<file path="src/chc_pkg.sv">
// chc_pkg: types, sizes and the bucket remainder step for the chained hash cache
// depends on nothing; imported by every module of the block
`timescale 1ns / 1ps
`default_nettype none

package chc_pkg;

    localparam int BUCKET_COUNT = 101;
    localparam int ENTRY_COUNT  = 64;
    localparam int HASH_MUL     = 97;

    localparam int KEY_W  = 32;
    localparam int ACT_W  = 16;
    localparam int FRM_W  = 16;
    localparam int PLC_W  = 16;
    localparam int OIDX_W = 6;

    localparam int MIX_W   = KEY_W;
    localparam int DIGIT_W = 8;
    localparam int DIGITS  = MIX_W / DIGIT_W;
    localparam int CNT_W   = $clog2(DIGITS);

    localparam int B_W    = $clog2(BUCKET_COUNT);
    localparam int E_W    = $clog2(ENTRY_COUNT + 1);
    localparam int EI_W   = $clog2(ENTRY_COUNT);
    localparam int STEP_W = $clog2(ENTRY_COUNT + 1);

    localparam int QUEUE_DEPTH = 2;
    localparam int QP_W        = $clog2(QUEUE_DEPTH);
    localparam int QC_W        = $clog2(QUEUE_DEPTH + 1);

    typedef logic [B_W-1:0]    t_bkt;
    typedef logic [E_W-1:0]    t_link;
    typedef logic [EI_W-1:0]   t_eidx;
    typedef logic [OIDX_W-1:0] t_oidx;
    typedef logic [MIX_W-1:0]  t_mix;

    typedef enum logic {
        OP_DRAW = 1'b0,
        OP_LOAD = 1'b1
    } t_op;

    typedef enum logic [1:0] {
        BK_IDLE,
        BK_HEAD,
        BK_CMP,
        BK_INS
    } t_back_state;

    typedef struct packed {
        t_op              op;
        logic [KEY_W-1:0] key;
        logic [ACT_W-1:0] action;
        logic [FRM_W-1:0] frame;
        logic             place_ok;
        logic [PLC_W-1:0] place;
        t_bkt             bucket;
    } t_req;

    typedef struct packed {
        logic [KEY_W-1:0] key;
        logic [ACT_W-1:0] action;
        logic [FRM_W-1:0] frame;
        logic [PLC_W-1:0] place;
    } t_entry;

    typedef struct packed {
        logic             hit;
        logic             inserted;
        logic             table_full;
        t_oidx            entry_index;
        logic [PLC_W-1:0] stored_place;
        logic             redraw;
        logic             redraw_buffer;
        logic             sample_buffer;
    } t_result;

    // one byte of the remainder, msb first, one compare-subtract per bit
    function automatic t_bkt f_mod_step(input t_bkt rem, input logic [DIGIT_W-1:0] dig);
        logic [B_W:0] r;
        r = {1'b0, rem};
        for (int i = 0; i < DIGIT_W; i++) begin
            r = {r[B_W-1:0], dig[DIGIT_W-1-i]};
            if (r >= (B_W+1)'(BUCKET_COUNT)) begin
                r = r - (B_W+1)'(BUCKET_COUNT);
            end
        end
        return r[B_W-1:0];
    endfunction

endpackage

`default_nettype wire

</file>
<file path="src/chc_queue.sv">
// chc_queue: short request queue between the hashing front and the table walker
// depends on chc_pkg
`timescale 1ns / 1ps
`default_nettype none

module chc_queue (
    input  wire logic          i_clk,
    input  wire logic          i_rst_n,
    input  wire logic          i_push,
    input  wire chc_pkg::t_req i_req,
    output logic               o_full,
    output logic               o_vld,
    output chc_pkg::t_req      o_req,
    input  wire logic          i_pop
);
    import chc_pkg::*;

    t_req             r_mem [QUEUE_DEPTH];
    logic [QP_W-1:0]  r_wp;
    logic [QP_W-1:0]  r_rp;
    logic [QC_W-1:0]  r_cnt;

    logic             wr;
    logic             rd;

    assign wr = i_push && !o_full;
    assign rd = i_pop && o_vld;

    always_ff @(posedge i_clk) begin
        if (!i_rst_n) begin
            r_wp  <= '0;
            r_rp  <= '0;
            r_cnt <= '0;
        end else begin
            if (wr) begin
                r_wp <= (r_wp == QP_W'(QUEUE_DEPTH - 1)) ? '0 : r_wp + QP_W'(1);
            end
            if (rd) begin
                r_rp <= (r_rp == QP_W'(QUEUE_DEPTH - 1)) ? '0 : r_rp + QP_W'(1);
            end
            if (wr && !rd) begin
                r_cnt <= r_cnt + QC_W'(1);
            end else if (rd && !wr) begin
                r_cnt <= r_cnt - QC_W'(1);
            end
        end
    end

    always_ff @(posedge i_clk) begin
        if (wr) begin
            r_mem[r_wp] <= i_req;
        end
    end

    assign o_full = (r_cnt == QC_W'(QUEUE_DEPTH));
    assign o_vld  = (r_cnt != '0);
    assign o_req  = r_mem[r_rp];

endmodule

`default_nettype wire

</file>
<file path="config.mk">
export PLATFORM = sky130hd
export DESIGN_NAME = chc_queue
export DESIGN_NICKNAME = d
export VERILOG_FILES = /design/src/chc_pkg.sv /design/src/chc_queue.sv
export SDC_FILE = /design/constraint.sdc
export NUM_CORES = 1
export LEC_CHECK = 0
export BUFFER_PORTS_ARGS = -buffer_cell sky130_fd_sc_hd__buf_2
export CORE_MARGIN = 2
export CORE_UTILIZATION = 35
export CTS_BUF_LIST = sky130_fd_sc_hd__clkbuf_16
export DETAILED_ROUTE_END_ITERATION = 12
export SYNTH_ARGS = -nofsm -noshare
export SYNTH_HDL_FRONTEND = slang
export SYNTH_SLANG_ARGS = --single-unit
</file>
<file path="constraint.sdc">
create_clock -name i_clk -period 6.7 [get_ports i_clk]
set_clock_uncertainty 0.2 [all_clocks]
set_input_delay 0.335 -clock i_clk [delete_from_list [all_inputs] [get_ports i_clk]]
set_output_delay 0.335 -clock i_clk [all_outputs]
set_load 0.1 [all_outputs]
</file>
==> reports/metrics.csv <==
metric,value,unit
Pwr Density,492,nW/um^2
Ys Warns,0,
first-pass GRT wire length,20200,um
post-CTS sizing,0,
Sw Pwr,2110,uW
P_int,2540,uW
ant diodes,0,
register area share after synthesis,0.814,
Synth Area in Adders,0.00187,
die area,20200,um^2
mean post-synth cell area,22.2,um^2
XOR/XNOR share of the synthesized area,0.00393,
post-synthesis mux area share,0.155,
later-pin clock latency in the skew report,0.42,ns
Reg power frac,0.327,
CTS tree,yes,
CTS Buffer Depth,2,
vias post-DR,3737,
# clock sinks,183,
final design utilization,0.505,
leading area contributor after synthesis,edfxtp_1,
Buffers on Ports,183,
crit start category,register,
crit path kind,reg2out,
total chip power,4640,uW
gpl congestion,0.691,
Max-slew headroom,0.446,
DP Cell Count,713,
Starting Density,0.358,
Area growth syn-to-layout,41.1,%
gr ovfl total,0,
Final Max Slew Viols,0,
Detailed Place HPWL,7920,um
Tmin final,3.09,ns
CTS Buf Count,17,
setup bufs post-CTS,0,
Total Nets Final,682,
Synth cell types,23,
"Reg clk slew, reported paths",0.07,ns
period utilisation layout,0.461,
# H-tree levels,4,
status,"finished, final reports clean",
post-synthesis simple-gate area fraction,0.00860,
die width,142,um
total core area,18700,um^2
switching share of power,0.454,
Synth area leaders,"edfxtp_1, mux2_2, mux2_4",
critical path endpoint category,primary output,
IO Count,184,
largest net degree at the start of global routing,59,
Worst Tran Pin Value,0.832,ns
"flops & latches, synth",183,
Layout Cells excl Fill,834,
Mapped Nets,396,
clock power share,0.240,
Post-route DRC,0,
Final setup violation count,0,
Rows,50,
Synth top area share,0.799,
Worst EP required,6.16,ns
cells after synthesis,302,
CP Max Fanout,49,
RSZ-0062 raised after global routing,no,
Max Cap Viol,0,
Area after DPL,7880,um^2
Leak Pwr,0.00356,uW
Iteration-0 DRC Markers,175,
largest family of logic cells by synthesized area,multiplexers,
WL final,13000,um
CTS root buf,clkbuf_16,
WL/cell,15.6,um
floorplan die height,142,um
CP arrival,2.55,ns
logic gate share of total power,0.432,
layout cells sized above 1,0.518,
Setup Total Neg Slack,0,ns
post-synthesis compound-gate area fraction,0.00486,
worst vdd ir,0.000263,V
Vias/cell,4.48,
initial antenna violation count,0,
hold crit path type,in2reg,
vias in the first global route,4094,
Final Hold Viols,0,
FMAX,0.324,GHz
Antenna Nets Post-Route,0,
drt pass-1 iters,4,
Synth Cell Area,6690,um^2
Post-CTS Hold Buffers,90,
overall routing resource usage,0.133,
Final Cell Area,9440,um^2
[power by group through the flow]
| stage | registers, uW | clock network (uW) | logic (uW) |
|---|---|---|---|
| after floorplan | 1500 | 0 | 1760 |
| after global placement | 1540 | 0 | 1970 |
| after detailed placement | 1550 | 0 | 1980 |
| after CTS | 1530 | 1140 | 2020 |
| after global routing | 1540 | 1190 | 2080 |
| final | 1520 | 1120 | 2010 |
[per-stage QoR]
stage / setup WS [ns] / hold WS, ns
after floorplan: 1.74 / 0.234
after global routing: 3.42 / 0.0902
final: 3.61 / 0.106
after global placement: 3.98 / 0.299
after CTS: 3.50 / 0.0960
after detailed placement: 3.95 / 0.326
[per-layer routing]
layer | track usage | wire length (um)
met2 | 0.232 | 6660
met1 | 0.150 | 5330
met5 | 0 | 0
met3 | 0.0481 | 834
met4 | 0.0463 | 175
[cell usage after synthesis (all sizes together)]
master / n
or3: 1
buf: 10
ha: 1
nand2b: 1
inv: 2
xnor2: 2
nor2: 1
o21a: 1
o21ai: 2
edfxtp: 178
or2: 1
a21boi: 2
and3: 1
nor3: 1
and2: 3
xor2: 1
dfxtp: 5
mux2: 89
[cell type report]
cell class / instances / area (um^2)
clock buffers: 17 / 425
clock inverters: 14 / 241
fillers: 1560 / 9260
inverters: 2 / 7.51
multi-input cells: 107 / 1180
flip-flops and latches: 183 / 5450
well taps: 234 / 293
repair buffers: 277 / 1850
[flip-flops by register name (all words and copies together), names as in the netlist, named ones only]
name / count
r_wp: 1
r_cnt: 2
r_mem: 178
r_rp: 1
[cells by family (layout without fill, tap and decap cells)]
family / count (synthesis) / in the layout
flip-flops: 183 / 183
buffers and inverters: 12 / 310
AND/OR/NAND/NOR: 9 / 9
multiplexers: 89 / 89
adder cells (fa/ha/maj): 1 / 1
XOR/XNOR: 3 / 3
AO/OA/AOI/OAI: 5 / 5
[worst max-delay path, stage by stage (launching register included)]
cell and delay, ns:
dfxtp_4 0.80, buf_4 0.57, mux2_2 0.42, buf_2 0.30
[placed cells by master (no fill, tap or decap), drive strengths merged]
cell type    instances
or2                  1
a21boi               2
o21a                 1
edfxtp             178
and2                 3
dfxtp                5
buf                187
dlygate4sd3         90
clkinv               1
clkinvlp             3
nor2                 1
bufinv               6
xor2                 1
nand2b               1
and3                 1
or3                  1
mux2                89
nor3                 1
inv                  6
clkbuf              17
o21ai                2
xnor2                2
ha                   1
[path summary, 6_finish.rpt]
kind	from	endpoint	slack (ns)	cells past startpoint
worst max-delay path	register	o_req[30]	3.61	3
worst min-delay path	i_push	r_wp	0.11	3
worst max register to register	r_cnt[0]	r_mem[1][62]	4.19	3
worst min register to register	r_cnt[1]	r_cnt[1]	0.35	2
(Power assumes the default switching activity.)
