`src/chc_pkg.sv`:
```
// chc_pkg: types, sizes and the bucket remainder step for the chained hash cache
// depends on nothing; imported by every module of the block
`timescale 1ns / 1ps
`default_nettype none

package chc_pkg;

    localparam int BUCKET_COUNT = 101;
    localparam int ENTRY_COUNT  = 64;
    localparam int HASH_MUL     = 97;

    localparam int KEY_W  = 32;
    localparam int ACT_W  = 16;
    localparam int FRM_W  = 16;
    localparam int PLC_W  = 16;
    localparam int OIDX_W = 6;

    localparam int MIX_W   = KEY_W;
    localparam int DIGIT_W = 8;
    localparam int DIGITS  = MIX_W / DIGIT_W;
    localparam int CNT_W   = $clog2(DIGITS);

    localparam int B_W    = $clog2(BUCKET_COUNT);
    localparam int E_W    = $clog2(ENTRY_COUNT + 1);
    localparam int EI_W   = $clog2(ENTRY_COUNT);
    localparam int STEP_W = $clog2(ENTRY_COUNT + 1);

    localparam int QUEUE_DEPTH = 2;
    localparam int QP_W        = $clog2(QUEUE_DEPTH);
    localparam int QC_W        = $clog2(QUEUE_DEPTH + 1);

    typedef logic [B_W-1:0]    t_bkt;
    typedef logic [E_W-1:0]    t_link;
    typedef logic [EI_W-1:0]   t_eidx;
    typedef logic [OIDX_W-1:0] t_oidx;
    typedef logic [MIX_W-1:0]  t_mix;

    typedef enum logic {
        OP_DRAW = 1'b0,
        OP_LOAD = 1'b1
    } t_op;

    typedef enum logic [1:0] {
        BK_IDLE,
        BK_HEAD,
        BK_CMP,
        BK_INS
    } t_back_state;

    typedef struct packed {
        t_op              op;
        logic [KEY_W-1:0] key;
        logic [ACT_W-1:0] action;
        logic [FRM_W-1:0] frame;
        logic             place_ok;
        logic [PLC_W-1:0] place;
        t_bkt             bucket;
    } t_req;

    typedef struct packed {
        logic [KEY_W-1:0] key;
        logic [ACT_W-1:0] action;
        logic [FRM_W-1:0] frame;
        logic [PLC_W-1:0] place;
    } t_entry;

    typedef struct packed {
        logic             hit;
        logic             inserted;
        logic             table_full;
        t_oidx            entry_index;
        logic [PLC_W-1:0] stored_place;
        logic             redraw;
        logic             redraw_buffer;
        logic             sample_buffer;
    } t_result;

    // one byte of the remainder, msb first, one compare-subtract per bit
    function automatic t_bkt f_mod_step(input t_bkt rem, input logic [DIGIT_W-1:0] dig);
        logic [B_W:0] r;
        r = {1'b0, rem};
        for (int i = 0; i < DIGIT_W; i++) begin
            r = {r[B_W-1:0], dig[DIGIT_W-1-i]};
            if (r >= (B_W+1)'(BUCKET_COUNT)) begin
                r = r - (B_W+1)'(BUCKET_COUNT);
            end
        end
        return r[B_W-1:0];
    endfunction

endpackage

`default_nettype wire

```
`src/chc_front.sv`:
```
// chc_front: takes request words, mixes the key and reduces it to a bucket number
// depends on chc_pkg; feeds chc_queue
`timescale 1ns / 1ps
`default_nettype none

module chc_front (
    input  wire logic                     i_clk,
    input  wire logic                     i_rst_n,
    input  wire logic                     i_start,
    input  wire logic                     i_op,
    input  wire logic [chc_pkg::KEY_W-1:0] i_key_handle,
    input  wire logic [chc_pkg::ACT_W-1:0] i_action,
    input  wire logic [chc_pkg::FRM_W-1:0] i_frame,
    input  wire logic                     i_place_ok,
    input  wire logic [chc_pkg::PLC_W-1:0] i_place_handle,
    output logic                          o_busy,
    output logic                          o_push,
    output chc_pkg::t_req                 o_req,
    input  wire logic                     i_full
);
    import chc_pkg::*;

    logic              r_a_vld;
    t_req              r_a_req;
    t_mix              r_a_mix;
    logic              r_b_vld;
    t_req              r_b_req;
    t_mix              r_b_mix;
    t_bkt              r_rem;
    logic [CNT_W-1:0]  r_cnt;

    logic              accept;
    logic              b_last;
    logic              b_push;
    logic              b_load;
    t_bkt              rem_n;
    t_bkt              rem_first;
    t_mix              mul;

    assign accept    = i_start && !r_a_vld;
    assign b_last    = (r_cnt == CNT_W'(DIGITS - 1));
    assign b_push    = r_b_vld && b_last && !i_full;
    assign b_load    = r_a_vld && (!r_b_vld || b_push);
    assign rem_n     = f_mod_step(r_rem, r_b_mix[(MIX_W-1) - DIGIT_W*int'(r_cnt) -: DIGIT_W]);
    assign rem_first = f_mod_step('0, r_a_mix[MIX_W-1 -: DIGIT_W]);
    assign mul       = MIX_W'(i_action) * MIX_W'(HASH_MUL);

    always_ff @(posedge i_clk) begin
        if (!i_rst_n) begin
            r_a_vld <= 1'b0;
            r_b_vld <= 1'b0;
        end else begin
            if (accept) begin
                r_a_vld <= 1'b1;
            end else if (b_load) begin
                r_a_vld <= 1'b0;
            end
            if (b_load) begin
                r_b_vld <= 1'b1;
            end else if (b_push) begin
                r_b_vld <= 1'b0;
            end
        end
    end

    always_ff @(posedge i_clk) begin
        if (accept) begin
            r_a_req.op       <= t_op'(i_op);
            r_a_req.key      <= i_key_handle;
            r_a_req.action   <= i_action;
            r_a_req.frame    <= i_frame;
            r_a_req.place_ok <= i_place_ok;
            r_a_req.place    <= i_place_handle;
            r_a_req.bucket   <= '0;
            r_a_mix          <= MIX_W'(i_key_handle) ^ mul;
        end
        if (b_load) begin
            r_b_req <= r_a_req;
            r_b_mix <= r_a_mix;
            r_rem   <= rem_first;
            r_cnt   <= CNT_W'(1);
        end else if (r_b_vld && !b_last) begin
            r_rem <= rem_n;
            r_cnt <= r_cnt + CNT_W'(1);
        end
    end

    always_comb begin
        o_req        = r_b_req;
        o_req.bucket = rem_n;
    end

    assign o_busy = r_a_vld;
    assign o_push = b_push;

endmodule

`default_nettype wire

```
`config.mk`:
```
export PLATFORM = sky130hd
export DESIGN_NAME = chc_front
export DESIGN_NICKNAME = d
export VERILOG_FILES = /design/src/chc_pkg.sv /design/src/chc_front.sv
export SDC_FILE = /design/constraint.sdc
export NUM_CORES = 1
export LEC_CHECK = 0
export ABC_AREA = 1
export BUFFER_PORTS_ARGS = -buffer_cell sky130_fd_sc_hd__buf_2
export CAP_MARGIN = 20
export CORE_UTILIZATION = 57
export DETAILED_ROUTE_END_ITERATION = 16
export PLACE_DENSITY = 0.8
export SLEW_MARGIN = 20
export SYNTH_ARGS = -nofsm -noshare
export SYNTH_HDL_FRONTEND = slang
export SYNTH_SLANG_ARGS = --single-unit
```
`constraint.sdc`:
```
create_clock -name i_clk -period 20.3 [get_ports i_clk]
set_clock_uncertainty 0.2 [all_clocks]
set_input_delay 1.015 -clock i_clk [delete_from_list [all_inputs] [get_ports i_clk]]
set_output_delay 1.015 -clock i_clk [all_outputs]
set_load 0.005 [all_outputs]
```
==> flow_metrics.env <==
export IMPL_route_detailed_drc=0
export IMPL_final_setup_tns_ns=0
export IMPL_synth_compound_area_share=0.04299
export IMPL_fin_crit_sh=0.5282
export IMPL_rows=51
export IMPL_core_sq_mm=0.01946
export IMPL_outcome="finished, final reports clean"
export IMPL_design_die_area_sq_mm=0.02048
export IMPL_fillCellCount=1409
export IMPL_muxShareOfSynthArea=0.0009922
export IMPL_yosysTopAreaCell="edfxtp_1"
export IMPL_drive_gt1_frac=0.2580
export IMPL_synthCells=984
export IMPL_die_x_um=143.1
export IMPL_r2r_start="r_cnt[0]"
export IMPL_drt_iter0_markers=419
export IMPL_ys_warn_count=0
export IMPL_clk_pin_slew_ns=0.06
export IMPL_ant_nets=0
export IMPL_path_class="reg2out"
export IMPL_synth_top_area_frac=0.5741
export IMPL_multiInputGateArea_sq_mm=0.004151
export IMPL_synthesis_area_sq_mm=0.01135
export IMPL_yosys_area_share_xor_xnor=0.04939
export IMPL_wire_per_inst_um=15.01
export IMPL_avgSynthCellArea_sq_um=11.53
export IMPL_cts_resized=0
export IMPL_async_reset_ff_frac=0
export IMPL_crit_start="r_cnt[0]"
export IMPL_gp_congestion=0.8605
export IMPL_numCtsBuffers=23
export IMPL_viasPerCell=5.013
export IMPL_max_slew_margin=0.3453
export IMPL_ioPinCount=177
export IMPL_cts_tree="done"
export IMPL_area_delta_synth_final_pct=16.43
export IMPL_required_ns=19.09
export IMPL_worst_pin_slew_ns=0.9821
export IMPL_drv_slew=0
export IMPL_synthDistinctLibCells=46
export IMPL_ys_seq_area_frac=0.5812
export IMPL_max_freq_mhz=93.26
export IMPL_min_period_ns=10.72
export IMPL_io_buffers=176
export IMPL_grt_pass1_vias=7385
export IMPL_cts_root_buf="clkbuf_16"
export IMPL_ff_latch_area_sq_mm=0.006596
export IMPL_cts_sinks=221
export IMPL_synth_adder_area_share=0.1133
export IMPL_synth_area_leaders="edfxtp_1 (57%), ha_1 (9.9%), nand2_1 (6.6%), inv_1 (3.8%), xor2_1 (3.8%)"
export IMPL_ys_dominant_reg_cell="edfxtp_1"
export IMPL_htree_levels=1
export IMPL_clk_path_buf_depth=3
export IMPL_synth_simple_area_share=0.1578
export IMPL_setup_viol=0
export IMPL_rsz0062_at_grt="no"
export IMPL_topRoutingLayerUsed="met5"
export IMPL_insertion_delay_ns=0.50
export IMPL_grt_pass1_wl_um=34400
export IMPL_post_cts_buffers=0
export IMPL_hold_path_class="reg2reg"
export IMPL_cp_slowest_cell="dfxtp_1"
export IMPL_max_cap_viol_count=0
export IMPL_startpoint_type="flop"
export IMPL_synth_most_common_cell="edfxtp_1"
export IMPL_crit_top_cell="nand2_1"
export IMPL_worstHoldStart="r_a_mix[11]"
export IMPL_syn_num_nets=1168
export IMPL_dr_wl_met2_um=11500
export IMPL_end_kind="output pin"
export IMPL_overflow=0
export IMPL_synth_top_family_by_area="simple AND/OR/NAND/NOR gates"
export IMPL_wl_um=21870
export IMPL_path_max_fanout=20
export IMPL_vias=7304
export IMPL_cts_hold_buf=0
export IMPL_worstPathArrival_ns=9.51
export IMPL_hpwl_um=16690
export IMPL_hold_viol_final=0
export IMPL_grt_max_degree=78
export IMPL_wl_met1_um=8797
export IMPL_start_util=0.5832
export IMPL_antenna_found_initial=3
export IMPL_nets=1357
export IMPL_synth_edf_count=217
export IMPL_max_stage_delay_ns=0.73
export IMPL_synth_common_cells="edfxtp_1 (217), nand2_1 (201), inv_1 (115)"
export IMPL_gr_usage_all_layers=0.2180
export IMPL_synth_seq_cells=221
export IMPL_drt_pass1_iterations=5
export IMPL_die_h_um=143.1
export IMPL_dr_wl_met3_um=1020
-- state kept, by name, indices dropped and copies added, names as in the netlist --
signal / flops
r_rem: 7
r_cnt: 2
o_req: 82
r_a_req: 82
o_busy: 1
r_b_mix: 23
r_a_mix: 23
r_b_vld: 1
-- critical path: cells and delay by family, from the launching register on --
family	cells	cell delay (ns)
simple gates	41	3.98
compound gates	6	1.20
flops	1	0.73
buf+inv	14	1.30
xor+xnor	1	0.30
fa+ha+maj	8	1.47
-- layout make-up --
| type | count | share of cell area |
|---|---|---|
| flip-flops and latches | 221 | 0.4992 |
| clock inverters | 14 | 0.007954 |
| multi-input cells | 611 | 0.3142 |
| inverters | 137 | 0.03911 |
| clock buffers | 28 | 0.04573 |
| repair buffers | 179 | 0.06836 |
| well taps | 265 | 0.02509 |
| diodes | 2 | 0.0003788 |
-- stage by stage --
stage / worst slack, ns / instances / hold slack, ns / util / area (sq um)
3_3_place_gp: 10.58 / 1413 / 0.2003 / 0.6422 / 12500
5_1_grt: 8.437 / 1456 / 0.2106 / 0.6788 / 13210
6_report: 9.578 / 1457 / 0.2110 / 0.6789 / 13210
2_1_floorplan: 11.54 / 984 / 0.2003 / - / 11350
4_1_cts: 9.626 / 1455 / 0.2082 / 0.6787 / 13210
3_5_place_dp: 10.17 / 1413 / 0.2045 / 0.6422 / 12500
-- final timing paths --
kind | endpoint | slack (ns) | cells after the start
max reg2reg | r_rem[0] | 10.90 | 70
min reg2reg | r_b_mix[11] | 0.21 | 0
max | o_req[0] | 9.58 | 70
min | r_b_mix[11] | 0.21 | 0
-- logic make-up after synthesis --
group / after synthesis
AOI/OAI and AO/OA: 76
xor gates and xnor gates: 64
adders and majority gates: 98
buffers and inverters: 152
DFF: 221
muxes: 1
and+or+nand+nor: 372
-- layer usage --
metal	track usage	vias to the layer above
li1	-	3706
met1	0.2534	3396
met2	0.4021	154
met3	0.03823	46
met4	0.07640	2
met5	0	-
-- cells in the final DEF (no fill, tap or decap), drive strengths merged --
cell,netlist,final
nor3,2,2
mux2,1,1
a21oi,30,30
a32oi,6,6
nand3b,1,1
a31oi,2,2
nand4,2,2
nor2,32,32
fa,8,8
nand2,249,249
and2,4,4
a21boi,2,2
o211ai,6,6
inv,135,136
xnor2,15,15
xor2,49,49
a211oi,1,1
diode,0,2
ha,90,90
clkbuf,2,28
dfxtp,4,4
edfxtp,217,217
nand3,79,79
or2,3,3
clkinv,2,11
o21a,3,3
buf,13,179
o21ai,21,21
clkinvlp,0,3
o21bai,5,5
bufinv,0,1
Power is left out: the tool's default activity adds up to more than one toggle a clock period on the data nets, which glitch-free logic cannot reach.
